[config.mk]
export PLATFORM = sky130hd
export DESIGN_NAME = pack_object_header_parser_unit
export DESIGN_NICKNAME = d
export VERILOG_FILES = /design/src/rtl/core/pohp_pkg.sv /design/src/rtl/core/pohp_step.sv /design/src/rtl/core/pack_object_header_parser_unit.sv
export SDC_FILE = /design/constraint.sdc
export NUM_CORES = 1
export LEC_CHECK = 0
export ABC_AREA = 1
export BUFFER_PORTS_ARGS = -buffer_cell sky130_fd_sc_hd__buf_2
export CORE_MARGIN = 5
export CORE_UTILIZATION = 55
export DETAILED_ROUTE_END_ITERATION = 7
export GPL_TIMING_DRIVEN = 0
export PLACE_DENSITY = 0.75
export SKIP_CTS_REPAIR_TIMING = 1
export SYNTH_ARGS = -nofsm -noshare
export SYNTH_HDL_FRONTEND = slang
export SYNTH_HIERARCHICAL = 1
export SYNTH_SLANG_ARGS = --single-unit
[constraint.sdc]
create_clock -name clock -period 4.8 [get_ports clock]
set_input_delay 0.48 -clock clock [delete_from_list [all_inputs] [get_ports clock]]
set_output_delay 0.48 -clock clock [all_outputs]
set_load 0.01 [all_outputs]
[src/rtl/core/pohp_pkg.sv]
// shared types and constants for the pack object header parser
// no dependencies; imported by pohp_step and pack_object_header_parser_unit

package pohp_pkg;

   // number of base-hash bytes that follow a ref-delta header
   localparam int HASH_BYTES = 20;

   // object type codes that change what follows the size varint
   localparam logic [2:0] TYPE_OFS_DELTA = 3'd6;
   localparam logic [2:0] TYPE_REF_DELTA = 3'd7;

   // header byte fields
   localparam logic [7:0] BYTE_MORE  = 8'h80;
   localparam logic [6:0] GROUP_MASK = 7'h7f;

   // size group position after the first byte and its clamp value
   localparam logic [6:0] SHIFT_FIRST = 7'd4;
   localparam logic [6:0] SHIFT_STEP  = 7'd7;
   localparam logic [6:0] SHIFT_MAX   = 7'd64;
   // marks the first offset byte while in the offset phase
   localparam logic [6:0] SHIFT_OFS_START = 7'd0;

   // result bus packing
   localparam int RSP_FIELDS_W = 146;
   localparam int RSP_DATA_W   = 152;
   localparam int RSP_PAD_W    = RSP_DATA_W - RSP_FIELDS_W;

   typedef enum logic [1:0] {
      PH_FIRST = 2'd0,
      PH_SIZE  = 2'd1,
      PH_OFS   = 2'd2,
      PH_HASH  = 2'd3
   } phase_type;

   typedef struct packed {
      phase_type   phase;
      logic [2:0]  obj_type;
      logic [63:0] size_acc;
      logic [6:0]  shift_amount;
      logic [63:0] offset_acc;
      logic [4:0]  hash_count;
      logic        overflow;
   } pohp_state_type;

   typedef struct packed {
      logic        header_done;
      logic [2:0]  obj_type;
      logic [63:0] obj_size;
      logic [63:0] delta_offset;
      logic        hash_valid;
      logic [7:0]  hash_value;
      logic [4:0]  hash_position;
      logic        overflow;
      logic        in_header;
   } pohp_result_type;

   localparam pohp_state_type STATE_RESET = '{
      phase:        PH_FIRST,
      obj_type:     3'd0,
      size_acc:     64'd0,
      shift_amount: SHIFT_FIRST,
      offset_acc:   64'd0,
      hash_count:   5'd0,
      overflow:     1'b0
   };

endpackage

[src/rtl/core/pohp_step.sv]
// decode of one header byte against the current parser state
// depends on pohp_pkg; combinational, used by pack_object_header_parser_unit

module pohp_step
   import pohp_pkg::*;
(
   input  pohp_state_type  cur_state,
   input  logic [7:0]      data_byte,
   input  logic            restart,
   output pohp_state_type  nxt_state,
   output pohp_result_type result
);

   phase_type   phase_eff;
   logic [6:0]  group;
   logic        more;
   logic [70:0] group_shifted;
   logic [6:0]  shift_sum;
   logic [64:0] ofs_plus;
   logic [5:0]  hash_next;
   logic        done;
   logic        hvalid;

   // restart abandons any partial header
   assign phase_eff = restart ? PH_FIRST : cur_state.phase;
   assign group     = data_byte[6:0] & GROUP_MASK;
   assign more      = (data_byte & BYTE_MORE) != 8'd0;

   // size group placed at its bit position; bits past 63 mean overflow
   assign group_shifted = {64'd0, group} << cur_state.shift_amount[5:0];
   assign shift_sum     = cur_state.shift_amount + SHIFT_STEP;
   assign ofs_plus      = {1'b0, cur_state.offset_acc} + 65'd1;
   assign hash_next     = {1'b0, cur_state.hash_count} + 6'd1;

   // next state and done flag
   always_comb begin
      nxt_state = cur_state;
      done      = 1'b0;
      hvalid    = 1'b0;
      case (phase_eff)
         PH_FIRST: begin
            nxt_state.obj_type     = data_byte[6:4];
            nxt_state.size_acc     = {60'd0, data_byte[3:0]};
            nxt_state.shift_amount = SHIFT_FIRST;
            nxt_state.offset_acc   = 64'd0;
            nxt_state.hash_count   = 5'd0;
            nxt_state.overflow     = 1'b0;
            if (more) begin
               nxt_state.phase = PH_SIZE;
            end else if (data_byte[6:4] == TYPE_OFS_DELTA) begin
               nxt_state.phase        = PH_OFS;
               nxt_state.shift_amount = SHIFT_OFS_START;
            end else if (data_byte[6:4] == TYPE_REF_DELTA) begin
               nxt_state.phase = PH_HASH;
            end else begin
               nxt_state.phase = PH_FIRST;
               done            = 1'b1;
            end
         end
         PH_SIZE: begin
            // add seven size bits, clamp the position at 64
            if (cur_state.shift_amount >= SHIFT_MAX) begin
               if (group != 7'd0) begin
                  nxt_state.overflow = 1'b1;
               end
            end else begin
               if (group_shifted[70:64] != 7'd0) begin
                  nxt_state.overflow = 1'b1;
               end
               nxt_state.size_acc     = cur_state.size_acc | group_shifted[63:0];
               nxt_state.shift_amount = (shift_sum > SHIFT_MAX) ? SHIFT_MAX : shift_sum;
            end
            if (!more) begin
               if (cur_state.obj_type == TYPE_OFS_DELTA) begin
                  nxt_state.phase        = PH_OFS;
                  nxt_state.shift_amount = SHIFT_OFS_START;
               end else if (cur_state.obj_type == TYPE_REF_DELTA) begin
                  nxt_state.phase      = PH_HASH;
                  nxt_state.hash_count = 5'd0;
               end else begin
                  nxt_state.phase = PH_FIRST;
                  done            = 1'b1;
               end
            end
         end
         PH_OFS: begin
            // offset varint: add one before each seven-bit shift
            if (cur_state.shift_amount == SHIFT_OFS_START) begin
               nxt_state.offset_acc   = {57'd0, group};
               nxt_state.shift_amount = SHIFT_STEP;
            end else begin
               if (ofs_plus[63:0] == 64'd0 || ofs_plus[63:57] != 7'd0) begin
                  nxt_state.overflow = 1'b1;
               end
               nxt_state.offset_acc = {ofs_plus[56:0], group};
            end
            if (!more) begin
               nxt_state.phase = PH_FIRST;
               done            = 1'b1;
            end
         end
         PH_HASH: begin
            hvalid = 1'b1;
            if (hash_next >= 6'(HASH_BYTES)) begin
               nxt_state.phase      = PH_FIRST;
               nxt_state.hash_count = 5'd0;
               done                 = 1'b1;
            end else begin
               nxt_state.hash_count = hash_next[4:0];
            end
         end
         default: begin
            nxt_state.phase = PH_FIRST;
         end
      endcase
   end

   // result fields from the updated state; the hash byte index comes from the current state
   always_comb begin
      result.header_done   = done;
      result.obj_type      = nxt_state.obj_type;
      result.obj_size      = nxt_state.size_acc;
      result.delta_offset  = (nxt_state.obj_type == TYPE_OFS_DELTA) ?
                             nxt_state.offset_acc : 64'd0;
      result.hash_valid    = hvalid;
      result.hash_value    = hvalid ? data_byte : 8'd0;
      result.hash_position = hvalid ? cur_state.hash_count : 5'd0;
      result.overflow      = nxt_state.overflow;
      result.in_header     = (nxt_state.phase != PH_FIRST);
   end

endmodule

[src/rtl/core/pack_object_header_parser_unit.sv]
// top level of the pack object header parser: state and result registers
// depends on pohp_pkg and pohp_step
//
//  channel  direction  tdata / tuser / tlast
//  req      in         tdata: data_byte; tuser: restart
//  rsp      out        tdata: type, size, offset, hash byte, index, overflow,
//                      in_header; tuser: hash_valid; tlast: header_done
//
// one byte is taken per cycle unless a held result stalls; each gives one result
// the rate is set by the single state update loop through pohp_step
// synchronous reset puts the parser in the expect-first-byte phase
// the result register holds under rsp_tready low; req_tready stays high
// whenever the held result is being taken in the same cycle

module pack_object_header_parser_unit
   import pohp_pkg::*;
(
   input  logic                  clock,
   input  logic                  reset,
   input  logic                  req_tvalid,
   output logic                  req_tready,
   input  logic [7:0]            req_tdata,  // data_byte
   input  logic                  req_tuser,  // restart
   output logic                  rsp_tvalid,
   input  logic                  rsp_tready,
   // obj_type, obj_size, delta_offset, hash_value, hash_position, overflow,
   // in_header, zero pad
   output logic [RSP_DATA_W-1:0] rsp_tdata,
   output logic                  rsp_tuser,  // hash_valid
   output logic                  rsp_tlast   // header_done
);

   pohp_state_type  state_ff, state_in;
   pohp_result_type step_result;
   pohp_result_type rsp_ff, rsp_in;
   logic            rsp_valid_ff, rsp_valid_in;
   logic            req_xfer;

   assign req_tready = !rsp_valid_ff || rsp_tready;
   assign req_xfer   = req_tvalid && req_tready;

   pohp_step u_step (
      .cur_state (state_ff),
      .data_byte (req_tdata),
      .restart   (req_tuser),
      .nxt_state (state_in),
      .result    (step_result)
   );

   // parser state advances on each input transfer
   always_ff @(posedge clock) begin
      if (reset) begin
         state_ff <= STATE_RESET;
      end else if (req_xfer) begin
         state_ff <= state_in;
      end
   end

   // result register
   always_comb begin
      rsp_valid_in = rsp_valid_ff && !rsp_tready;
      rsp_in       = rsp_ff;
      if (req_xfer) begin
         rsp_valid_in = 1'b1;
         rsp_in       = step_result;
      end
   end

   always_ff @(posedge clock) begin
      if (reset) begin
         rsp_valid_ff <= 1'b0;
      end else begin
         rsp_valid_ff <= rsp_valid_in;
      end
   end

   always_ff @(posedge clock) begin
      rsp_ff <= rsp_in;
   end

   // result packing
   assign rsp_tvalid = rsp_valid_ff;
   assign rsp_tlast  = rsp_ff.header_done;
   assign rsp_tuser  = rsp_ff.hash_valid;
   assign rsp_tdata  = {{RSP_PAD_W{1'b0}}, rsp_ff.in_header, rsp_ff.overflow,
                        rsp_ff.hash_position, rsp_ff.hash_value,
                        rsp_ff.delta_offset, rsp_ff.obj_size, rsp_ff.obj_type};

   // checks
   a_xfer_gives_result: assert property (@(posedge clock) disable iff (reset)
      req_xfer |=> rsp_valid_ff)
      else $error("input transfer without a following result");

   a_done_ends_header: assert property (@(posedge clock) disable iff (reset)
      rsp_valid_ff && rsp_ff.header_done |-> !rsp_ff.in_header)
      else $error("finished header still marked in progress");

   a_hash_index_range: assert property (@(posedge clock) disable iff (reset)
      rsp_valid_ff && rsp_ff.hash_valid |-> rsp_ff.hash_position < 5'(HASH_BYTES - 1)
                                            || rsp_ff.hash_position == 5'(HASH_BYTES - 1))
      else $error("hash byte index past the hash length");

   a_offset_only_ofs: assert property (@(posedge clock) disable iff (reset)
      rsp_valid_ff && rsp_ff.delta_offset != 64'd0 |-> rsp_ff.obj_type == TYPE_OFS_DELTA)
      else $error("delta offset on a non offset-delta object");

   a_hash_only_ref: assert property (@(posedge clock) disable iff (reset)
      rsp_valid_ff && rsp_ff.hash_valid |-> rsp_ff.obj_type == TYPE_REF_DELTA)
      else $error("hash byte on a non ref-delta object");

endmodule
# Word-level counts from Yosys, hierarchy flattened
# Cells that the tools add are included.
word_totals:
  elab_cells: 98
  ff_bits: 295
  out_inout_bits: 156
  input_bits: 13
classes:
  add_sub_neg: 3
  bitwise_logic: 1
  eq_ne: 12
  muxes: 44
  magnitude_cmp: 3
  shift: 1
  n_reduce_logical: 17
op_table:
  columns: ["cell", "n"]
  rows:
  - ["$pmux W64 S2", 2]
  - ["$mux W71", 1]
  - ["$shl A7 B6 Y71", 1]
  - ["$add A64 B1 Y64 const B", 1]
  - ["$logic_not A64 Y1", 1]
  - ["$mux W64", 1]
  - ["$or A64 B64 Y64", 1]
  - ["$mux W7", 5]
  - ["$pmux W7 S3", 1]
  - ["$reduce_bool A7 Y1", 3]
  - ["$mux W5", 4]
  - ["$mux W2", 9]
  - ["$eq A3 B3 Y1 const B", 5]
  - ["$mux W1", 15]
  - ["$pmux W5 S3", 1]
  - ["$pmux W2 S4", 1]
  - ["$add A7 B3 Y7 const B", 1]
  - ["$ge A7 B7 Y1 const B", 1]
  - ["$gt A7 B7 Y1 const B", 1]
  - ["$logic_not A7 Y1", 1]
  - ["$add A5 B1 Y6 const B", 1]
  - ["$ge A6 B5 Y1 const B", 1]
  - ["$mux W3", 2]
  - ["$reduce_bool A3 Y1", 2]
  - ["13 further kinds", 19]

# Logic depth before layout (Yosys ltp)
# Gate-level depths: netlist of run 1.
depth:
  depth_word: 7
  depth_mapped: 22

# Cells and area by module
# Netlist of run 1, hierarchy kept.
modules_own_cells:
  columns: ["mod", "seq_area_each_um2", "area_each_um2", "instances", "cells_per_inst"]
  rows:
  - ["pack_object_header_parser_unit", 7387.1, 11239.5, 1, 1118]
  - ["pohp_step", 0.0, 6352.3, 1, 1377]

# Least setup slack after synthesis of run 1
# OpenSTA, ideal clock, no wires.
synth_timing:
  kind: "input-to-reg"
  start: "input port req_tvalid"
  end: "register rsp_ff, in the netlist rsp_tdata[0] (enable)"
  path_buffers: 3
  stages: 5
  path_slack_ns: 0.560
  arrival_time_ns: 3.739
  path_cell_list: "buf_6 buf_6 buf_6 nand2_1 inv_1"
synth_via:
  elab_chain_len: 1
synth_rtl:
  columns: ["element", "line_no", "source"]
  rows:
  - ["start, declared", "pack_object_header_parser_unit.sv:20", "input logic req_tvalid,"]
  - ["$logic_and A1 B1 Y1", "pack_object_header_parser_unit.sv:40", "assign req_xfer = req_tvalid && req_tready;"]
  - ["via req_xfer", "pack_object_header_parser_unit.sv:37", "logic req_xfer;"]
  - ["end signal, assigned", "pack_object_header_parser_unit.sv:78", "rsp_ff <= rsp_in;"]
  - ["end, declared", "pack_object_header_parser_unit.sv:35", "pohp_result_type rsp_ff, rsp_in;"]
# The timed path passes the listed nets, and every way through them passes these cells.
# A chain may end at the register's enable or synchronous reset.

# Worst setup path after layout of run 1
layout_timing:
  start: "register state_ff[145] in the netlist's numbering"
  end: "register rsp_ff, in the netlist rsp_tdata[128] (data pin)"
layout_via:
  elab_chain_len: 4
layout_rtl:
  columns: ["element", "line_no", "source"]
  rows:
  - ["start, declared", "pack_object_header_parser_unit.sv:33", "pohp_state_type state_ff, state_in;"]
  - ["start signal, assigned", "pack_object_header_parser_unit.sv:55", "state_ff <= state_in;"]
  - ["$mux W2 *", "pohp_step.sv:25", "assign phase_eff = restart ? PH_FIRST : cur_state.phase;"]
  - ["$logic_not A2 Y1", "pohp_step.sv:40", "case (phase_eff)"]
  - ["$mux W3", "pohp_step.sv:40", null]
  - ["$eq A3 B3 Y1", "pohp_step.sv:123", "result.delta_offset = (nxt_state.obj_type == TYPE_OFS_DELTA) ?"]
# Mark *: on every way between the ends. The rest lies on a longest branch, timed or not.

==> results of run 1 <==
==> worst reg2reg max path, cell delays in order (launching register included) <==
cell and delay (ns):
dfxtp_1 0.40, inv_1 0.07, nor2_2 0.31, inv_1 0.25, nor2_1 0.50, nand2_1 0.32, inv_2 0.30, buf_2 0.40
nand2_1 0.15, a21oi_1 0.35
==> report_power, final <==
group | switching (uW) | internal, uW
Clock | 1020 | 1310
Sequential | 112 | 2800
Combinational | 682 | 341
==> kinds of logic (layout without fill, tap and decap cells) <==
group | count (synthesis) | in the layout | share of synthesized area, %
AO/OA/AOI/OAI | 367 | 367 | 11.2
adder cells (fa/ha/maj) | 6 | 6 | 0.427
flip-flops | 295 | 295 | 42.0
AND/OR/NAND/NOR | 1260 | 1260 | 30.0
buffers and inverters | 550 | 770 | 15.6
other | 1 | 6 | 0.0213
XOR/XNOR | 16 | 16 | 0.797
==> worst max path at each step <==
| stage | slack, ns | start | to | cells past startpoint |
|---|---|---|---|---|
| 2_1_floorplan | 0.56 | req_tvalid | rsp_tdata[0]$_DFFE_PP_ | 5 |
| 3_3_place_gp | -0.68 | req_tvalid | rsp_tdata[90]$_DFFE_PP_ | 5 |
| 3_5_place_dp | 1.60 | req_tuser | state_ff[0]$_SDFFE_PP0P_ | 13 |
| 4_1_cts | 1.60 | state_ff[31]$_SDFFE_PP0P_ | state_ff[0]$_SDFFE_PP0P_ | 20 |
| 5_1_grt | 1.32 | state_ff[6]$_SDFFE_PP0P_ | state_ff[0]$_SDFFE_PP0P_ | 21 |
| 6_report | 1.51 | state_ff[145]$_SDFFE_PP0P_ | rsp_tdata[128]$_DFFE_PP_ | 9 |
==> cell usage in the layout, fill, tap and decap left out, types with 8 or more instances in the layout <==
cell type / instances
o21ai_0: 45
buf_1: 11
nand2_2: 9
nor2_2: 13
nand3_1: 216
edfxtp_1: 148
nor2_1: 371
nand4_1: 24
clkbuf_1: 29
nor2_4: 8
xor2_1: 10
nand2_1: 592
o22ai_1: 30
clkbuf_16: 31
buf_6: 39
inv_1: 342
a21oi_1: 255
dfxtp_1: 147
buf_2: 205
buf_4: 87
==> area by class of cell <==
class	instances	area [sq um]	share of cell area (%)
Clock buffer	40	810	4.06
Inverter	349	1320	6.60
Buffer	201	1430	7.17
Timing Repair Buffer	162	833	4.18
Multi-Input combinational cell	1655	7480	37.6
Tap cell	402	503	2.52
Sequential cell	295	7390	37.1
Clock inverter	18	165	0.829
==> per-stage QoR <==
stage | setup TNS [ns] | instances | power [uW] | worst slack (ns) | hold slack [ns]
finish | 0 | 3122 | 6270 | 1.51 | 0.168
global route | 0 | 3122 | 6540 | 1.32 | 0.177
CTS | 0 | 3122 | 6290 | 1.60 | 0.153
detailed placement | 0 | 3064 | 3960 | 1.60 | 0.469
global placement | -97.72 | 3063 | 3950 | -0.682 | 0.438
floorplan | 0 | 2500 | 3620 | 0.560 | 0.424
==> registers in the layout (all words and copies together), names as in the netlist <==
signal and flops:
rsp_tdata 146, rsp_tlast 1, rsp_tuser 1, rsp_tvalid 1
state_ff 146
==> metal layers <==
metal,global-route usage (%),vias up,part of all wire [%]
met5,0,-,0
met4,15.3,0,5.5
met3,4.63,194,7.7
met2,56.9,844,48
met1,41.0,8038,39
li1,-,8291,-
==> results by group, run 1 <==
Logic synthesis
  – Commonest cells post-synth: nand2_1, nor2_1, inv_1
  – Yosys warns: 6
  – Yosys reg bits: 295
  – Synth Flop Type: edfxtp_1
  – Post-Syn Area per Cell: 7.05 sq um
  – Synth area leader: edfxtp_1
  – Top-count cell post-synth: nand2_1
  – Mapped cell area: 17600 sq um
  – Synth async-reset ratio: 0%
  – Register area share after synthesis: 42.0%
  – Post-synth top area share: 25.3%
  – Synth area leaders: edfxtp_1, dfxtp_1, nand2_1
  – Post-Syn Instances: 2495
  – Unique cell type count in the Yosys netlist: 49
  – EDFF count, synth: 148

Setup path
  – Delay-heaviest family, CP: simple AND/OR/NAND/NOR gates
  – Max FO, Critical Path: 10
  – R2R Path Start: state_ff[145]$_SDFFE_PP0P_
  – Worst setup path class: flip-flop to flip-flop
  – CP Launch Type: flip-flop
  – Kind of end point of the critical path: flip-flop
  – R2r worst-path depth: 9
  – R2R Path End: rsp_tdata[128]$_DFFE_PP_
  – Slowest CP cell: nor2_1
  – CP required: 5.16 ns
  – Critical path buffers and inverters: 4
  – CP arrival: 3.65 ns
  – CP max stage delay: 0.50 ns
  – Worst-path cell chain: inv_1 -> nor2_2 -> inv_1 -> nor2_1 -> nand2_1 -> inv_2 -> buf_2 -> nand2_1 -> a21oi_1
  – R2r setup slk: 1.51 ns

Die
  – Die width: 189 microns
  – Initial Util: 55.7%
  – Std cell rows: 65
  – I/O pin count: 169
  – Die Ht: 189 microns
  – Core area: 31600 sq um
  – Die ar.: 35700 sq um

Flow run
  – Max Cap Viol: 0

STA
  – Final hold violation count: 0
  – Crit share post-route: 68.5%
  – Tmin final: 3.29 ns
  – Tightest Pin Transition: 0.938 ns
  – RSZ-0062 raised after global routing: no
  – Final-report max-slew violation count: 0
  – Rel. slew slack: 37.4%
  – Final setup fails: 0
  – Worst Skew: 0.0190 ns
  – Fmax: 304 MHz

Global route
  – Antenna violations before repair: 0
  – Pin count of the biggest net entering global routing: 80
  – First-pass GRT wire length: 93300 microns
  – Total grt overflow: 0
  – Gr usage total: 33.0%
  – Vias in the first global route: 16800

Worst hold path
  – HP Class: input port to flip-flop
  – Worst hold endpoint: rsp_tvalid$_SDFF_PP0_
  – Min-delay src: reset
  – Min-Delay Path Depth: 2

Clocking
  – H-tree Lvls: 1
  – TritonCTS Buffers: 31
  – Worst-Skew Late Latency: 0.59 ns
  – Clock Tree Root: clkbuf_16
  – Clock transition at the registers of the reported paths: 0.07 ns
  – Clock Sink Count: 295
  – CTS Buffer Depth: 3
  – TritonCTS clock tree: done

Final layout
  – Finished Core Util: 63.1%
  – Fin area: 19900 sq um
  – Layout net count: 2714
  – Fill cells: 2902
  – Ant diodes: 0
  – Layout cell share with drive strength beyond 1: 15.4%
  – Area Overhead vs Synth: 13.3%

Route
  – DRC: 0
  – Via count: 17400
  – Vias/cell: 5.56
  – DR iter-0 viols: 1764
  – DRT Wirelength: 60300 microns
  – DR pass1 iterations: 6
  – Routed WL per cell: 19.3 microns
  – DRT antenna net count: 0

Power and ir drop
  – Leak pwr: 0.00853 uW
  – Worst vdd ir: 0.327 mV
  – Pwr/cell area: 315 nW/um^2

Outcome
  – Status: complete, no violations

Placed design
  – Buffers on Ports: 161
  – DP Area: 19000 sq um
  – DP HPWL: 45800 microns
  – RePlAce Congestion: 1.00
No activity file was read; power rests on OpenSTA's default activity.
==> run 2: changes to the inputs <==
==> constraint.sdc (replaced) <==
create_clock -name clock -period 3.2 [get_ports clock]
set_input_delay 0.32 -clock clock [delete_from_list [all_inputs] [get_ports clock]]
set_output_delay 0.32 -clock clock [all_outputs]
set_load 0.01 [all_outputs]
==> run 2 against run 1 <==
  * Critical path depth rose by 4
  * Worst hold slack got worse by 0.12 ns
  * Sequential share of layout area fell by 0.16 points
  * Final cell count barely moved
  * Via count fell by 0.59%
  * Power rose by 50%
  * Utilization rose by 0.31 points
  * Largest power group unchanged
==> results by group, run 2 (synthesized netlist as in run 1, its figures left out) <==
Power and ir drop
  – Leak pwr: 0.00856 uW
  – Pwr/cell area: 471 nW/um^2
  – Worst vdd ir: 0.378 mV

STA
  – Tmin final: 3.05 ns
  – Tightest Pin Transition: 1.00 ns
  – Worst Skew: 0.0262 ns
  – RSZ-0062 raised after global routing: yes
  – Setup TNS: 0 ns
  – Final setup fails: 0
  – Final-report max-slew violation count: 0
  – Crit share post-route: 95.4%
  – Fmax: 327 MHz
  – Rel. slew slack: 33.3%
  – Final hold violation count: 0
  – Setup ws final: 0.146 ns

Route
  – Vias/cell: 5.53
  – DRT Wirelength: 59700 microns
  – DR pass1 iterations: 6
  – DRC: 0
  – DR iter-0 viols: 1709
  – DRT antenna net count: 0
  – Via count: 17300
  – Routed WL per cell: 19.1 microns

Clocking
  – Clock Sink Count: 295
  – TritonCTS clock tree: done
  – CTS Buffer Depth: 3
  – Clock Tree Root: clkbuf_16
  – H-tree Lvls: 1
  – TritonCTS Buffers: 30
  – Clock transition at the registers of the reported paths: 0.06 ns
  – Worst-Skew Late Latency: 0.58 ns

Worst hold path
  – Min-Delay Path Depth: 2
  – Min-delay src: reset
  – Worst hold endpoint: rsp_tvalid$_SDFF_PP0_
  – HP Class: input port to flip-flop

Final layout
  – Layout cell share with drive strength beyond 1: 16.0%
  – Multi-input logic area: 7520 sq um
  – Commonest non-fill, non-tap cell in the layout: nand2_1
  – Layout net count: 2716
  – Area Overhead vs Synth: 13.8%
  – Reg area: 7390 sq um
  – Fill cells: 2876
  – Ant diodes: 0
  – Fin area: 20000 sq um
  – Most frequent cells in the layout: nand2_1, nor2_1, inv_1, a21oi_1, nand3_1
  – Finished Core Util: 63.5%

Global route
  – First-pass GRT wire length: 92600 microns
  – Vias in the first global route: 16700
  – Total grt overflow: 0
  – Gr usage total: 32.7%
  – Antenna violations before repair: 1
  – Pin count of the biggest net entering global routing: 47

Setup path
  – Max FO, Critical Path: 10
  – Worst setup path class: flip-flop to flip-flop
  – R2R Path End: state_ff[0]$_SDFFE_PP0P_
  – R2r setup slk: 0.15 ns
  – CP arrival: 3.56 ns
  – CP required: 3.70 ns
  – R2r worst-path depth: 13
  – Kind of end point of the critical path: flip-flop
  – CP Launch Type: flip-flop
  – R2R Path Start: state_ff[145]$_SDFFE_PP0P_

Die
  – Die width: 189 microns
  – Die Ht: 189 microns
  – I/O pin count: 169
  – Core area: 31600 sq um
  – Std cell rows: 65
  – Die ar.: 35700 sq um
  – Initial Util: 55.7%

Placed design
  – DP HPWL: 45500 microns
  – DP Area: 19000 sq um
  – Buffers on Ports: 161
  – RePlAce Congestion: 0.998
  – Post-place setup slack: -0.0228 ns

Flow run
  – Max Cap Viol: 0

Outcome
  – Status: complete, no violations
## run 2: per-stage QoR
step	cells	total power (uW)	hold slack, ns
2_1_floorplan	2500	5430	0.389
3_3_place_gp	3063	5920	0.437
3_5_place_dp	3066	5950	0.458
4_1_cts	3122	9430	0.0171
5_1_grt	3123	9830	0.0152
6_report	3123	9420	0.0449
## run 2: how the worst max path moves through the flow
| stage | cells past startpoint | start | end |
|---|---|---|---|
| 5_1_grt | 21 | state_ff[6]$_SDFFE_PP0P_ | state_ff[0]$_SDFFE_PP0P_ |
| 4_1_cts | 18 | state_ff[30]$_SDFFE_PP0P_ | state_ff[0]$_SDFFE_PP0P_ |
| 2_1_floorplan | 5 | req_tvalid | rsp_tdata[0]$_DFFE_PP_ |
| 3_3_place_gp | 5 | req_tvalid | rsp_tdata[90]$_DFFE_PP_ |
| 3_5_place_dp | 18 | state_ff[30]$_SDFFE_PP0P_ | state_ff[0]$_SDFFE_PP0P_ |
| 6_report | 13 | state_ff[145]$_SDFFE_PP0P_ | state_ff[0]$_SDFFE_PP0P_ |
## run 2: cell type report
type                       count  area share [%]
multi-input combinational   1655            37.5
sequential                   295            36.9
buffer                       201            7.15
clock buffer                  45            4.48
inverter                     349            6.56
tap                          402            2.51
clock inverter                11           0.469
timing repair buffer         165            4.36
## run 2: worst max-delay path, cell delays in order (launching register included)
cell,delay (ns)
dfxtp_1,0.39
inv_1,0.07
nor2_2,0.27
inv_1,0.23
nor2_1,0.43
nand2_1,0.28
inv_2,0.29
buf_2,0.35
nand2_1,0.21
a21oi_2,0.19
inv_1,0.06
nand3_1,0.08
nand2_1,0.05
nor2_1,0.08
## run 2: routing by layer
metal	GRT usage, %	vias to the layer above	share of wire (%)
li1	-	8297	-
met1	41.1	7985	39
met2	57.4	804	48
met3	3.85	178	7.4
met4	13.3	0	4.9
met5	0	-	0
## run 2: where the power goes
group / internal [uW] / total [uW] / switching [uW]
registers: 4200 / 4370 / 168
logic: 518 / 1540 / 1020
clock network: 2010 / 3510 / 1500
total: 6730 / 9420 / 2690
